**config.mk**
```make
export PLATFORM = sky130hd
export DESIGN_NAME = obstacle_avoid_drive_sequencer
export DESIGN_NICKNAME = d
export VERILOG_FILES = /design/src/rtl/oads_pkg.sv /design/src/rtl/oads_decide.sv /design/src/rtl/obstacle_avoid_drive_sequencer.sv
export SDC_FILE = /design/constraint.sdc
export NUM_CORES = 1
export LEC_CHECK = 0
export BUFFER_PORTS_ARGS = -buffer_cell sky130_fd_sc_hd__buf_2
export CORE_MARGIN = 10
export CORE_UTILIZATION = 60
export CTS_BUF_LIST = sky130_fd_sc_hd__clkbuf_8
export DETAILED_ROUTE_END_ITERATION = 8
export PLACE_DENSITY = 0.92
export SLEW_MARGIN = 20
export SYNTH_ARGS = -nofsm -noshare
export SYNTH_HDL_FRONTEND = slang
export SYNTH_SLANG_ARGS = --single-unit
```
**constraint.sdc**
```tcl
create_clock -name i_clk -period 3.9 [get_ports i_clk]
set_clock_uncertainty 0.05 [all_clocks]
set_input_delay 0.195 -clock i_clk [delete_from_list [all_inputs] [get_ports i_clk]]
set_output_delay 0.195 -clock i_clk [all_outputs]
set_load 0.005 [all_outputs]
```
**src/rtl/oads_pkg.sv**
```systemverilog
// Shared types and constants of the obstacle-avoiding drive sequencer.
package oads_pkg;

    typedef enum logic [2:0] {
        CMD_NONE    = 3'd0,
        CMD_LEFT    = 3'd1,
        CMD_RIGHT   = 3'd2,
        CMD_FORWARD = 3'd3,
        CMD_REVERSE = 3'd4,
        CMD_STOP    = 3'd5,
        CMD_FASTER  = 3'd6,
        CMD_SLOWER  = 3'd7
    } t_cmd;

    typedef enum logic [2:0] {
        REG_DECISION_PERIOD = 3'd0,
        REG_PENDING_DELAY   = 3'd1,
        REG_OBSTACLE_FAR    = 3'd2,
        REG_OBSTACLE_NEAR   = 3'd3,
        REG_EDGE_THRESHOLD  = 3'd4,
        REG_SPEED_STEP      = 3'd5,
        REG_SPEED_FLOOR     = 3'd6,
        REG_SPEED_CEILING   = 3'd7
    } t_reg_idx;

    localparam int CFG_DATA_W = 12;
    localparam int IN_DATA_W  = 32;
    localparam int OUT_DATA_W = 24;

    localparam logic [6:0] SPEED_MAX    = 7'd100;
    localparam logic [6:0] SPEED_RESET  = 7'd20;
    localparam logic [6:0] SPEED_CRAWL  = 7'd1;

    localparam logic [7:0]  DEF_DECISION_PERIOD = 8'd20;
    localparam logic [11:0] DEF_PENDING_DELAY   = 12'd1500;
    localparam logic [9:0]  DEF_OBSTACLE_FAR    = 10'd90;
    localparam logic [9:0]  DEF_OBSTACLE_NEAR   = 10'd5;
    localparam logic [9:0]  DEF_EDGE_THRESHOLD  = 10'd50;
    localparam logic [6:0]  DEF_SPEED_STEP      = 7'd10;
    localparam logic [6:0]  DEF_SPEED_FLOOR     = 7'd30;
    localparam logic [6:0]  DEF_SPEED_CEILING   = 7'd80;

    typedef struct packed {
        logic       run;
        logic       fwd;
        logic [6:0] speed;
    } t_wheel;

    typedef struct packed {
        t_cmd        cur;
        t_cmd        pend;
        logic [11:0] delay;
        logic [7:0]  period;
        logic [6:0]  speed;
        t_wheel      left;
        t_wheel      right;
    } t_state;

    typedef struct packed {
        logic [7:0]  decision_period;
        logic [11:0] pending_delay;
        logic [9:0]  obstacle_far;
        logic [9:0]  obstacle_near;
        logic [9:0]  edge_threshold;
        logic [6:0]  speed_step;
        logic [6:0]  speed_floor;
        logic [6:0]  speed_ceiling;
    } t_cfg;

    typedef struct packed {
        logic       cmd_valid;
        t_cmd       cmd_value;
        logic [9:0] front_distance;
        logic [9:0] floor_distance;
        logic       right_blocked;
        logic       left_blocked;
    } t_item;

endpackage

```
**src/rtl/oads_decide.sv**
```systemverilog
// Next-state logic for one tick: follow-up timing, command intake and the decision step.
module oads_decide
    import oads_pkg::*;
(
    input  t_state i_state,
    input  t_cfg   i_cfg,
    input  t_item  i_item,
    output t_state o_state,
    output logic   o_decided
);

    always_comb begin
        t_state     s;
        logic [8:0] per_sum;
        logic [7:0] spd_sum;
        logic       obstacle;
        logic       dec;

        s        = i_state;
        dec      = 1'b0;
        spd_sum  = {1'b0, i_state.speed} + {1'b0, i_cfg.speed_step};
        obstacle = 1'b0;

        // A pending follow-up either counts its delay or takes over the command.
        if (s.pend != CMD_NONE) begin
            if (s.delay >= i_cfg.pending_delay) begin
                s.cur   = s.pend;
                s.pend  = CMD_NONE;
                s.delay = '0;
            end else begin
                s.delay = s.delay + 12'd1;
            end
        end
        if (i_item.cmd_valid) begin
            s.cur = i_item.cmd_value;
        end

        per_sum = {1'b0, s.period} + 9'd1;
        if (per_sum >= {1'b0, i_cfg.decision_period}) begin
            s.period = '0;
            dec      = 1'b1;
        end else begin
            s.period = per_sum[7:0];
        end

        if (dec) begin
            obstacle = (i_item.front_distance < i_cfg.obstacle_far) &&
                       (i_item.front_distance > i_cfg.obstacle_near);
            if (s.cur != CMD_STOP && s.cur != CMD_NONE && s.pend == CMD_NONE) begin
                if (obstacle) begin
                    if (i_item.right_blocked && i_item.left_blocked) begin
                        s.cur = CMD_REVERSE;
                    end else if (i_item.right_blocked) begin
                        s.cur = CMD_RIGHT;
                    end else begin
                        s.cur = CMD_LEFT;
                    end
                    s.pend = CMD_FORWARD;
                end else if (i_item.right_blocked && i_item.left_blocked) begin
                    s.cur  = CMD_REVERSE;
                    s.pend = CMD_RIGHT;
                end else if (i_item.right_blocked) begin
                    s.cur  = CMD_RIGHT;
                    s.pend = CMD_FORWARD;
                end else if (i_item.left_blocked) begin
                    s.cur  = CMD_LEFT;
                    s.pend = CMD_FORWARD;
                end
            end

            // Table edge: stop, though the dispatch below may restart the wheels.
            if (i_item.floor_distance > i_cfg.edge_threshold) begin
                s.left.run  = 1'b0;
                s.right.run = 1'b0;
                s.pend      = CMD_NONE;
            end

            case (s.cur)
                CMD_LEFT: begin
                    s.left  = '{run: 1'b1, fwd: 1'b1, speed: SPEED_CRAWL};
                    s.right = '{run: 1'b1, fwd: 1'b1, speed: s.speed};
                end
                CMD_RIGHT: begin
                    s.left  = '{run: 1'b1, fwd: 1'b1, speed: s.speed};
                    s.right = '{run: 1'b1, fwd: 1'b1, speed: SPEED_CRAWL};
                end
                CMD_FORWARD: begin
                    s.left  = '{run: 1'b1, fwd: 1'b1, speed: s.speed};
                    s.right = '{run: 1'b1, fwd: 1'b1, speed: s.speed};
                end
                CMD_REVERSE: begin
                    s.left  = '{run: 1'b1, fwd: 1'b0, speed: s.speed};
                    s.right = '{run: 1'b1, fwd: 1'b0, speed: s.speed};
                end
                CMD_STOP: begin
                    s.left.run  = 1'b0;
                    s.right.run = 1'b0;
                    s.pend      = CMD_NONE;
                end
                CMD_FASTER: begin
                    if (s.speed < i_cfg.speed_ceiling) begin
                        s.speed = (spd_sum > {1'b0, SPEED_MAX}) ? SPEED_MAX : spd_sum[6:0];
                        s.left.run    = 1'b1;
                        s.left.speed  = s.speed;
                        s.right.run   = 1'b1;
                        s.right.speed = s.speed;
                    end
                end
                CMD_SLOWER: begin
                    if (s.speed > i_cfg.speed_floor) begin
                        s.speed = (s.speed > i_cfg.speed_step) ?
                                  s.speed - i_cfg.speed_step : 7'd0;
                        s.left.run    = 1'b1;
                        s.left.speed  = s.speed;
                        s.right.run   = 1'b1;
                        s.right.speed = s.speed;
                    end
                end
                default: begin
                end
            endcase
        end

        o_state   = s;
        o_decided = dec;
    end

endmodule

```
**src/rtl/obstacle_avoid_drive_sequencer.sv**
```systemverilog
// Top level of the obstacle-avoiding drive sequencer.
//
// Each slave transfer is one millisecond tick: tuser carries the command-valid
// flag, tdata the command, the front and floor distances and the side sensor
// bits. Each tick gives exactly one master transfer with both wheel settings,
// the active command and a flag telling whether a decision step ran.
// The user writes the configuration registers (plain write port: enable,
// index, data) only while no tick is in flight; the block does not enforce it.
//
// The result of a tick is in the output register from the clock edge that
// takes its transfer. One tick is accepted every cycle while the receiver
// keeps up; the state update is a single pass of compare-and-select logic
// from the drive state registers to the output register.
// When the receiver stalls, the result is held and the next tick is still
// taken in the cycle the held result leaves, so s_axis_tready follows
// m_axis_tready whenever a result is waiting.
// Reset (synchronous, active low) clears the output, loads the default
// configuration, sets the speed to twenty and stops both wheels.
module obstacle_avoid_drive_sequencer
    import oads_pkg::*;
(
    input  logic                  i_clk,
    input  logic                  i_rst_n,
    input  logic                  s_axis_tvalid,
    output logic                  s_axis_tready,
    // [2:0] cmd_value, [12:3] front_distance, [22:13] floor_distance,
    // [23] right_blocked, [24] left_blocked, [31:25] zero
    input  logic [IN_DATA_W-1:0]  s_axis_tdata,
    // [0] cmd_valid
    input  logic                  s_axis_tuser,
    output logic                  m_axis_tvalid,
    input  logic                  m_axis_tready,
    // [0] left_run, [1] left_forward, [8:2] left_speed, [9] right_run,
    // [10] right_forward, [17:11] right_speed, [20:18] active_cmd,
    // [21] decided, [23:22] zero
    output logic [OUT_DATA_W-1:0] m_axis_tdata,
    input  logic                  i_cfg_we,
    input  logic [2:0]            i_cfg_addr,
    input  logic [CFG_DATA_W-1:0] i_cfg_wdata
);

    t_cfg                  r_cfg;
    t_state                r_state;
    t_state                n_state;
    logic                  n_decided;
    t_item                 w_item;
    logic                  r_out_valid;
    logic [OUT_DATA_W-1:0] r_out_data;
    logic                  w_in_fire;

    assign s_axis_tready = !r_out_valid || m_axis_tready;
    assign w_in_fire     = s_axis_tvalid && s_axis_tready;
    assign m_axis_tvalid = r_out_valid;
    assign m_axis_tdata  = r_out_data;

    assign w_item.cmd_valid      = s_axis_tuser;
    assign w_item.cmd_value      = t_cmd'(s_axis_tdata[2:0]);
    assign w_item.front_distance = s_axis_tdata[12:3];
    assign w_item.floor_distance = s_axis_tdata[22:13];
    assign w_item.right_blocked  = s_axis_tdata[23];
    assign w_item.left_blocked   = s_axis_tdata[24];

    oads_decide u_decide (
        .i_state   (r_state),
        .i_cfg     (r_cfg),
        .i_item    (w_item),
        .o_state   (n_state),
        .o_decided (n_decided)
    );

    always_ff @(posedge i_clk) begin
        if (!i_rst_n) begin
            r_cfg.decision_period <= DEF_DECISION_PERIOD;
            r_cfg.pending_delay   <= DEF_PENDING_DELAY;
            r_cfg.obstacle_far    <= DEF_OBSTACLE_FAR;
            r_cfg.obstacle_near   <= DEF_OBSTACLE_NEAR;
            r_cfg.edge_threshold  <= DEF_EDGE_THRESHOLD;
            r_cfg.speed_step      <= DEF_SPEED_STEP;
            r_cfg.speed_floor     <= DEF_SPEED_FLOOR;
            r_cfg.speed_ceiling   <= DEF_SPEED_CEILING;
        end else if (i_cfg_we) begin
            case (t_reg_idx'(i_cfg_addr))
                REG_DECISION_PERIOD: r_cfg.decision_period <= i_cfg_wdata[7:0];
                REG_PENDING_DELAY:   r_cfg.pending_delay   <= i_cfg_wdata[11:0];
                REG_OBSTACLE_FAR:    r_cfg.obstacle_far    <= i_cfg_wdata[9:0];
                REG_OBSTACLE_NEAR:   r_cfg.obstacle_near   <= i_cfg_wdata[9:0];
                REG_EDGE_THRESHOLD:  r_cfg.edge_threshold  <= i_cfg_wdata[9:0];
                REG_SPEED_STEP:      r_cfg.speed_step      <= i_cfg_wdata[6:0];
                REG_SPEED_FLOOR:     r_cfg.speed_floor     <= i_cfg_wdata[6:0];
                REG_SPEED_CEILING:   r_cfg.speed_ceiling   <= i_cfg_wdata[6:0];
                default: begin
                end
            endcase
        end
    end

    always_ff @(posedge i_clk) begin
        if (!i_rst_n) begin
            r_state.cur    <= CMD_NONE;
            r_state.pend   <= CMD_NONE;
            r_state.delay  <= '0;
            r_state.period <= '0;
            r_state.speed  <= SPEED_RESET;
            r_state.left   <= '{run: 1'b0, fwd: 1'b1, speed: 7'd0};
            r_state.right  <= '{run: 1'b0, fwd: 1'b1, speed: 7'd0};
            r_out_valid    <= 1'b0;
        end else begin
            if (w_in_fire) begin
                r_state     <= n_state;
                r_out_valid <= 1'b1;
            end else if (m_axis_tready) begin
                r_out_valid <= 1'b0;
            end
        end
    end

    always_ff @(posedge i_clk) begin
        if (w_in_fire) begin
            r_out_data <= {2'b00, n_decided, n_state.cur,
                           n_state.right.speed, n_state.right.fwd, n_state.right.run,
                           n_state.left.speed, n_state.left.fwd, n_state.left.run};
        end
    end

    a_speed_limit: assert property (@(posedge i_clk) disable iff (!i_rst_n)
        r_state.speed <= SPEED_MAX)
        else $error("drive speed above its limit");

    a_decision_period: assert property (@(posedge i_clk) disable iff (!i_rst_n)
        w_in_fire && n_decided |=> r_state.period == 8'd0)
        else $error("period counter not restarted after a decision step");

    a_stop_clears_followup: assert property (@(posedge i_clk) disable iff (!i_rst_n)
        w_in_fire && n_decided && n_state.cur == CMD_STOP |=> r_state.pend == CMD_NONE)
        else $error("follow-up command survived a stop decision");

    a_ready_when_empty: assert property (@(posedge i_clk) disable iff (!i_rst_n)
        !r_out_valid |-> s_axis_tready)
        else $error("input stalled while the output register is empty");

endmodule

```
==> run summary, run 1 <==
Seq cells post-synth -> 145
Post-Syn Area -> 8730 sq um
Critical path data required time -> 4.06 ns
Max Cap Viol -> 0
Row Count -> 44
Post-Route WL -> 22000 um
Post-synthesis compound-gate area fraction -> 24.9%
Total Routing Usage GR -> 21.9%
Yosys warns -> 0
PortBufs -> 69
Footprint of the multi-input gates -> 5090 sq um
Grt total ovfl -> 0
Worst Tran Pin Value -> 0.850 ns
Max clock buf depth -> 2
CTS sink count -> 145
Status -> finished clean
Post-synth EDFFs -> 22
Final nets -> 1234
CTS Root Buffer Type -> clkbuf_8
Fin crit period -> 3.73 ns
CTS tree -> done
Register area -> 3120 sq um
Post-DP HPWL -> 15900 um
XOR/XNOR Fraction of Synth Area -> 2.61%
Synth Area in Simple Gates -> 18.3%
Placed Cells -> 1260
Final Cycle Share -> 95.5%
Core area -> 14400 sq um
CP max FO -> 9
Post-layout power -> 3.14 mW
Top cells by area, synth -> dfxtp_1 28%, ha_1 11%, nand2_1 7.8%
Die W -> 141 um
Post-route insts no fill -> 1302
Worst path cell trace -> inv_1 > ha_1 > and4_1 > nand3_1 > o21a_2 > buf_4 > o221ai_2 > a22oi_2 > o221a_4 > nand3_2 > o21ai_2 > a221o_1 > a22o_1
Routed vias/inst -> 6.06
Top Ports -> 79
Critical path's slowest cell -> o221ai_2
VDD IR max -> 0.205 mV
Area Overhead vs Synth -> 11.1%
Setup TNS -> 0 ns
Pre-CTS setup slack -> 0.0897 ns
Clk Latency, worst-skew pair -> 0.47 ns
Count of cell types in the netlist -> 71
Layout cells sized above 1 -> 13.2%
Final setup margin -> 0.175 ns
First-pass detailed-route iteration total -> 7
ANT nets after route -> 0
Post-synthesis sequential area ratio -> 35.8%
Pleak -> 4.13 nW
Initial antenna violation count -> 3
CP arrival -> 3.89 ns
# DRC -> 0
Die Height -> 141 um
Gpl congestion -> 0.960
CTS Buf Count -> 17
Hold WS -> 0.0225 ns
Ys async rst share -> 0%
DR iter-0 viols -> 743
Number of global-route vias before repair -> 7452
First-pass GRT wire length -> 36000 um
Area share of the largest cell type after synthesis -> 28.2%
Fmax achieved -> 268 MHz
Top FF cell, synth -> dfxtp_1
Main combinational cell family by area after synthesis -> compound AO/OA/AOI/OAI gates
RSZ-0062 raised after global routing -> false
Pins Over Slew Limit -> 0
DR WL/cell -> 16.9 um
Critical Path Sink Type -> flop
Post-synth top area cell -> dfxtp_1
PwrDens -> 323 nW/um^2
Final hold viol count -> 0
Final setup fails -> 0
Max incr delay on CP -> 0.41 ns
H-tree depth -> 4
Post-Synth Adder-Cell Area -> 11.6%
Vias -> 7890
Mapped Cells -> 1040
Crit Path Category -> flop to flop
Worst-path clk slew -> 0.09 ns
Starting density of the core -> 60.8%
Hold/Removal Path Class -> input pin to flop
DIE AREA -> 19800 sq um
Max-slew headroom -> 43.1%
Syn_area_per_cell -> 8.40 sq um
# fillers -> 1092
Setup crit start kind -> flop
Mux contribution to synthesized area -> 0.229%
Largest net degree at the start of global routing -> 68
## where the power goes
| group | internal [mW] | switching, mW | leakage [nW] | total, mW |
|---|---|---|---|---|
| sequential | 1.55 | 0.0162 | 1.22 | 1.57 |
| combinational | 0.156 | 0.245 | 2.74 | 0.401 |
| clock | 0.520 | 0.645 | 0.180 | 1.17 |
## metrics by stage
stage / utilization, % / cell area, sq um
after detailed placement: 64.1 / 9210
after global routing: 67.5 / 9700
after global placement: 64.1 / 9210
after floorplan: - / 8730
after CTS: 67.2 / 9650
final: 67.5 / 9700
## worst max-delay path, delay by kind of cell, from the launching register on
kind | cells | cell delay, ns
buf+inv | 2 | 0.21
flops | 1 | 0.35
simple gates | 3 | 0.64
fa+ha+maj | 1 | 0.29
compound gates | 7 | 1.94
## final cells by class
cell class                 count  share of cell area [%]
multi-input combinational    758                    52.5
clock buffer                  17                    2.41
sequential                   145                    32.2
antenna                        4                   0.103
timing repair buffer          94                    5.65
clock inverter                15                    1.52
inverter                      85                    3.29
tap                          184                    2.37
## Yosys cell counts, types with 5 or more instances
cell,instances
nand2_1,182
dfxtp_1,123
inv_1,83
ha_1,78
a21boi_0,58
nor2_1,53
a21oi_1,38
clkbuf_1,38
a22o_1,31
o211ai_1,31
o21ai_0,30
nand3_1,28
a21o_1,22
edfxtp_1,22
xor2_1,17
nor3_1,14
and2_1,13
a221o_1,12
nand4_1,12
nor2b_1,12
o21a_1,12
o21ai_1,10
xnor2_1,9
and3_1,8
nand2b_1,8
buf_4,6
a211oi_1,5
a31oi_1,5
and4_1,5
o21bai_1,5
or3_1,5
## sequential cells by signal, summed over array words and instances (netlist names)
signal / flops
m_axis_tdata: 22
m_axis_tvalid: 1
r_cfg: 71
r_state: 51
## repair_timing
action / CTS / global route
setup endpoints to repair: 0 / 40
buffers inserted: 0 / 0
hold endpoints to repair: 15 / 0
hold buffers: 6 / 0
gates resized for setup: 0 / 9
## layout by cell type (no fill, tap or decap), drive strengths merged, types with 5 or more instances in the layout
cell and count:
o21a 12, dlygate4sd3 6, xor2 17, ha 78, a21o 22, nand3 29, o211ai 31, and2 13
clkinvlp 5, inv 91, and3 8, nand4 12, a21boi 58, dfxtp 123, a211oi 5, buf 88
or3 5, edfxtp 22, nand2 182, and4 5, xnor2 9, a21oi 39, a221o 12, nor2 53
clkbuf 17, o21bai 5, a31oi 5, nor2b 13, a22o 31, nor3 16, nand2b 8, o21ai 43
## routing by layer
| metal | share of wire, % | GRT usage (%) | up-vias |
|---|---|---|---|
| li1 | - | - | 3786 |
| met1 | 41 | 26.6 | 3700 |
| met2 | 47 | 35.6 | 332 |
| met3 | 7.9 | 5.74 | 68 |
| met4 | 3.7 | 9.73 | 4 |
| met5 | 0.12 | 0 | - |
## final timing paths
kind,from,end,slack [ns],depth (start not counted)
worst max-delay path,r_cfg[60],m_axis_tdata[8],0.17,13
worst min-delay path,m_axis_tready,m_axis_tvalid,0.02,3
worst max register to register,r_cfg[60],m_axis_tdata[8],0.17,13
worst min register to register,r_cfg[24],r_cfg[24],0.42,2
## logic make-up (layout without fill, tap and decap cells)
group,Yosys count,after routing
DFF,145,145
AOI/OAI and AO/OA,296,296
and+or+nand+nor,352,352
muxes,2,2
adders and majority gates,80,80
buffers and inverters,138,211
other,1,6
xor gates and xnor gates,26,26
(Power assumes the default switching activity.)
==> run 2: changes to the inputs <==
- SETUP_SLACK_MARGIN: unset -> 0.5
==> run 2 against run 1 <==
Power increased by 3.4%. Utilization increased by 4.6 points. Sequential cell count unchanged. Design area increased by 6.8%. Global-route usage increased by 1.2 points. Critical path depth increased by 2. Via count increased by 7.3%. Largest power group unchanged. Highest routed layer unchanged.
==> run summary, run 2 (synthesis gave the netlist of run 1 again) <==
Status -> finished clean
Setup crit start kind -> flop
# fillers -> 947 (-13%)
CTS sink count -> 145 (unchanged)
R2R Path End -> m_axis_tdata[11]
Hold_sp -> m_axis_tready
Core area -> 14400 sq um (unchanged)
Psw -> 0.970 mW (+6.9%)
CP arrival -> 3.85 ns (-0.04 ns)
CTS Root Buffer Type -> clkbuf_8
Fin crit period -> 3.68 ns (-0.0503 ns)
CP bufs+invs -> 4 (+2)
Power share of the clock group -> 36.4% (-0.8 points)
Setup TNS -> 0 ns (unchanged)
Critical path's most frequent cell -> buf_4
Starting density of the core -> 60.8% (unchanged)
Max reg flops -> 71 (unchanged)
Combinational share of power -> 15.2% (+2.4 points)
Final hold viol count -> 0 (unchanged)
CP max FO -> 7 (-2)
Die Height -> 141 um (unchanged)
Worst-path clk slew -> 0.09 ns (about the same)
First-pass detailed-route iteration total -> 8 (+1)
R2R Setup Slk -> 0.22 ns (+0.05 ns)
Pins Over Slew Limit -> 0 (unchanged)
Gpl congestion -> 0.960 (unchanged)
Grt total ovfl -> 0 (unchanged)
# DRC -> 0 (unchanged)
Post-Route WL -> 25900 um (+18%)
Hold/Removal Path Class -> input pin to flop
Max-slew headroom -> 37.6% (-5.5 points)
Sw frac -> 29.9% (+1.0 points)
Biggest register -> r_cfg
DR WL/cell -> 19.4 um (+15%)
Total Routing Usage GR -> 23.1% (+1.2 points)
ANT nets after route -> 0 (unchanged)
Design area -> 10400 sq um (+6.8%)
Row Count -> 44 (unchanged)
Final nets -> 1264 (+2.4%)
Largest net degree at the start of global routing -> 68 (unchanged)
Reg2reg path depth -> 15 (+2)
Critical path data required time -> 4.07 ns (about the same)
Pleak -> 4.36 nW (+5.4%)
Critical path's slowest cell -> a221oi_4
RSZ-0062 raised after global routing -> true
First-pass GRT wire length -> 37900 um (+5.3%)
Worst path cell trace -> inv_1 > ha_4 > a21o_1 > a221oi_4 > buf_6 > o21a_4 > buf_4 > o221ai_4 > a22oi_2 > buf_4 > o221ai_2 > a221o_1 > a21oi_1 > nand3_1 > a22o_1
DR iter-0 viols -> 930 (+25%)
Area Overhead vs Synth -> 18.7%
Sequential share of power -> 48.4% (-1.6 points)
PwrDens -> 313 nW/um^2 (-3.3%)
Final setup fails -> 0 (unchanged)
Worst Tran Pin Value -> 0.932 ns (+0.0824 ns)
Most common cell after layout, fill and taps aside -> nand2_1
Delay-heaviest family, CP -> compound AO/OA/AOI/OAI gates
Worst Hold Path EP -> m_axis_tvalid
Max incr delay on CP -> 0.37 ns (-0.04 ns)
Vias -> 8469 (+7.3%)
Initial antenna violation count -> 2 (-1)
Critical Path Sink Type -> flop
Pre-CTS setup slack -> 0.0897 ns (unchanged)
Pint -> 2.27 mW (+1.9%)
Fmax achieved -> 272 MHz (+1.4%)
Max Cap Viol -> 0 (unchanged)
Routed vias/inst -> 6.36 (+5.0%)
Post-DP Area -> 9210 sq um (unchanged)
Top Ports -> 79 (unchanged)
Crit Reg-Reg Startpoint -> r_cfg[55]
Crit Path Category -> flop to flop
Final Cycle Share -> 94.2% (-1.3 points)
Max clock buf depth -> 2 (unchanged)
Hold Path Stages -> 3 (unchanged)
Die W -> 141 um (unchanged)
CTS tree -> done
Commonest non-fill, non-tap cells in the layout -> 182 x nand2_1, 109 x dfxtp_1, 80 x inv_1
H-tree depth -> 4 (unchanged)
CTS Buf Count -> 17 (unchanged)
VDD IR max -> 0.208 mV (+1.6%)
Post-DP HPWL -> 15900 um (unchanged)
Clk Latency, worst-skew pair -> 0.48 ns (about the same)
Layout cells sized above 1 -> 21.0% (+7.8 points)
Final setup margin -> 0.225 ns (+0.0503 ns)
DIE AREA -> 19800 sq um (unchanged)
Number of global-route vias before repair -> 7811 (+4.8%)
PortBufs -> 69 (unchanged)
run 2: changes by cell type in the layout (fill, tap and decap cells not counted), sizes merged:
| cell | previous run | this run |
|---|---|---|
| diode | 4 | 3 |
| buf | 88 | 118 |
run 2: cell type report:
cell class / count / area (sq um) / share of cell area (%)
Tap cell: 184 / 230 / 2.22
Clock buffer: 17 / 234 / 2.26
Multi-Input combinational cell: 758 / 5490 / 53.0
Antenna cell: 3 / 7.51 / 0.0724
Sequential cell: 145 / 3150 / 30.3
Timing Repair Buffer: 124 / 788 / 7.60
Clock inverter: 15 / 148 / 1.42
Inverter: 85 / 319 / 3.08
run 2: routing by layer:
metal  routed length, um  up-vias  share of wire (%)  track usage (%)
met1                9640     3939                 37             26.9
met2               12000      526                 47             37.1
met3                2570      147                9.9             6.45
met4                1610        2                6.2             13.7
li1                    -     3855                  -                -
met5                  14        -              0.054                0
run 2: tightest hold or removal path: stages:
cell,delay (ns)
buf_2,0.07
nand2b_1,0.12
a21boi_0,0.10
run 2: how the worst max path moves through the flow:
stage	startpoint	end	slack, ns	cells past startpoint
after global placement	r_cfg[60]	m_axis_tdata[7]	0.24	13
after floorplan	r_state[33]	m_axis_tdata[8]	0.60	14
final	r_cfg[55]	m_axis_tdata[11]	0.22	15
after global routing	r_cfg[55]	m_axis_tdata[11]	0.003	15
after detailed placement	r_cfg[60]	m_axis_tdata[8]	0.09	13
after CTS	r_cfg[60]	m_axis_tdata[2]	0.49	14
run 2: what timing repair did:
item	4_1_cts	5_1_grt
cloned	0	0
buffers inserted	13	17
pin swaps	23	36
endpoints found under the setup margin	46	51
gates resized for setup	30	66
hold buffers	6	0
endpoints found under the hold margin	15	0
run 2: power by group through the flow:
stage | registers [mW] | logic, mW | clock network, mW
floorplan | 1.60 | 0.267 | 0
global placement | 1.60 | 0.368 | 0
detailed placement | 1.60 | 0.382 | 0
CTS | 1.57 | 0.425 | 1.17
global route | 1.57 | 0.532 | 1.24
finish | 1.57 | 0.493 | 1.18
run 2: stage by stage:
stage / hold WS [ns] / utilization (%) / power (mW) / instances
floorplan: 0.284 / - / 1.87 / 1041
global route: 0.0287 / 72.1 / 3.35 / 1329
CTS: 0.0130 / 68.9 / 3.17 / 1311
detailed placement: 0.398 / 64.1 / 1.98 / 1260
finish: 0.0109 / 72.1 / 3.24 / 1331
global placement: 0.374 / 64.1 / 1.97 / 1260
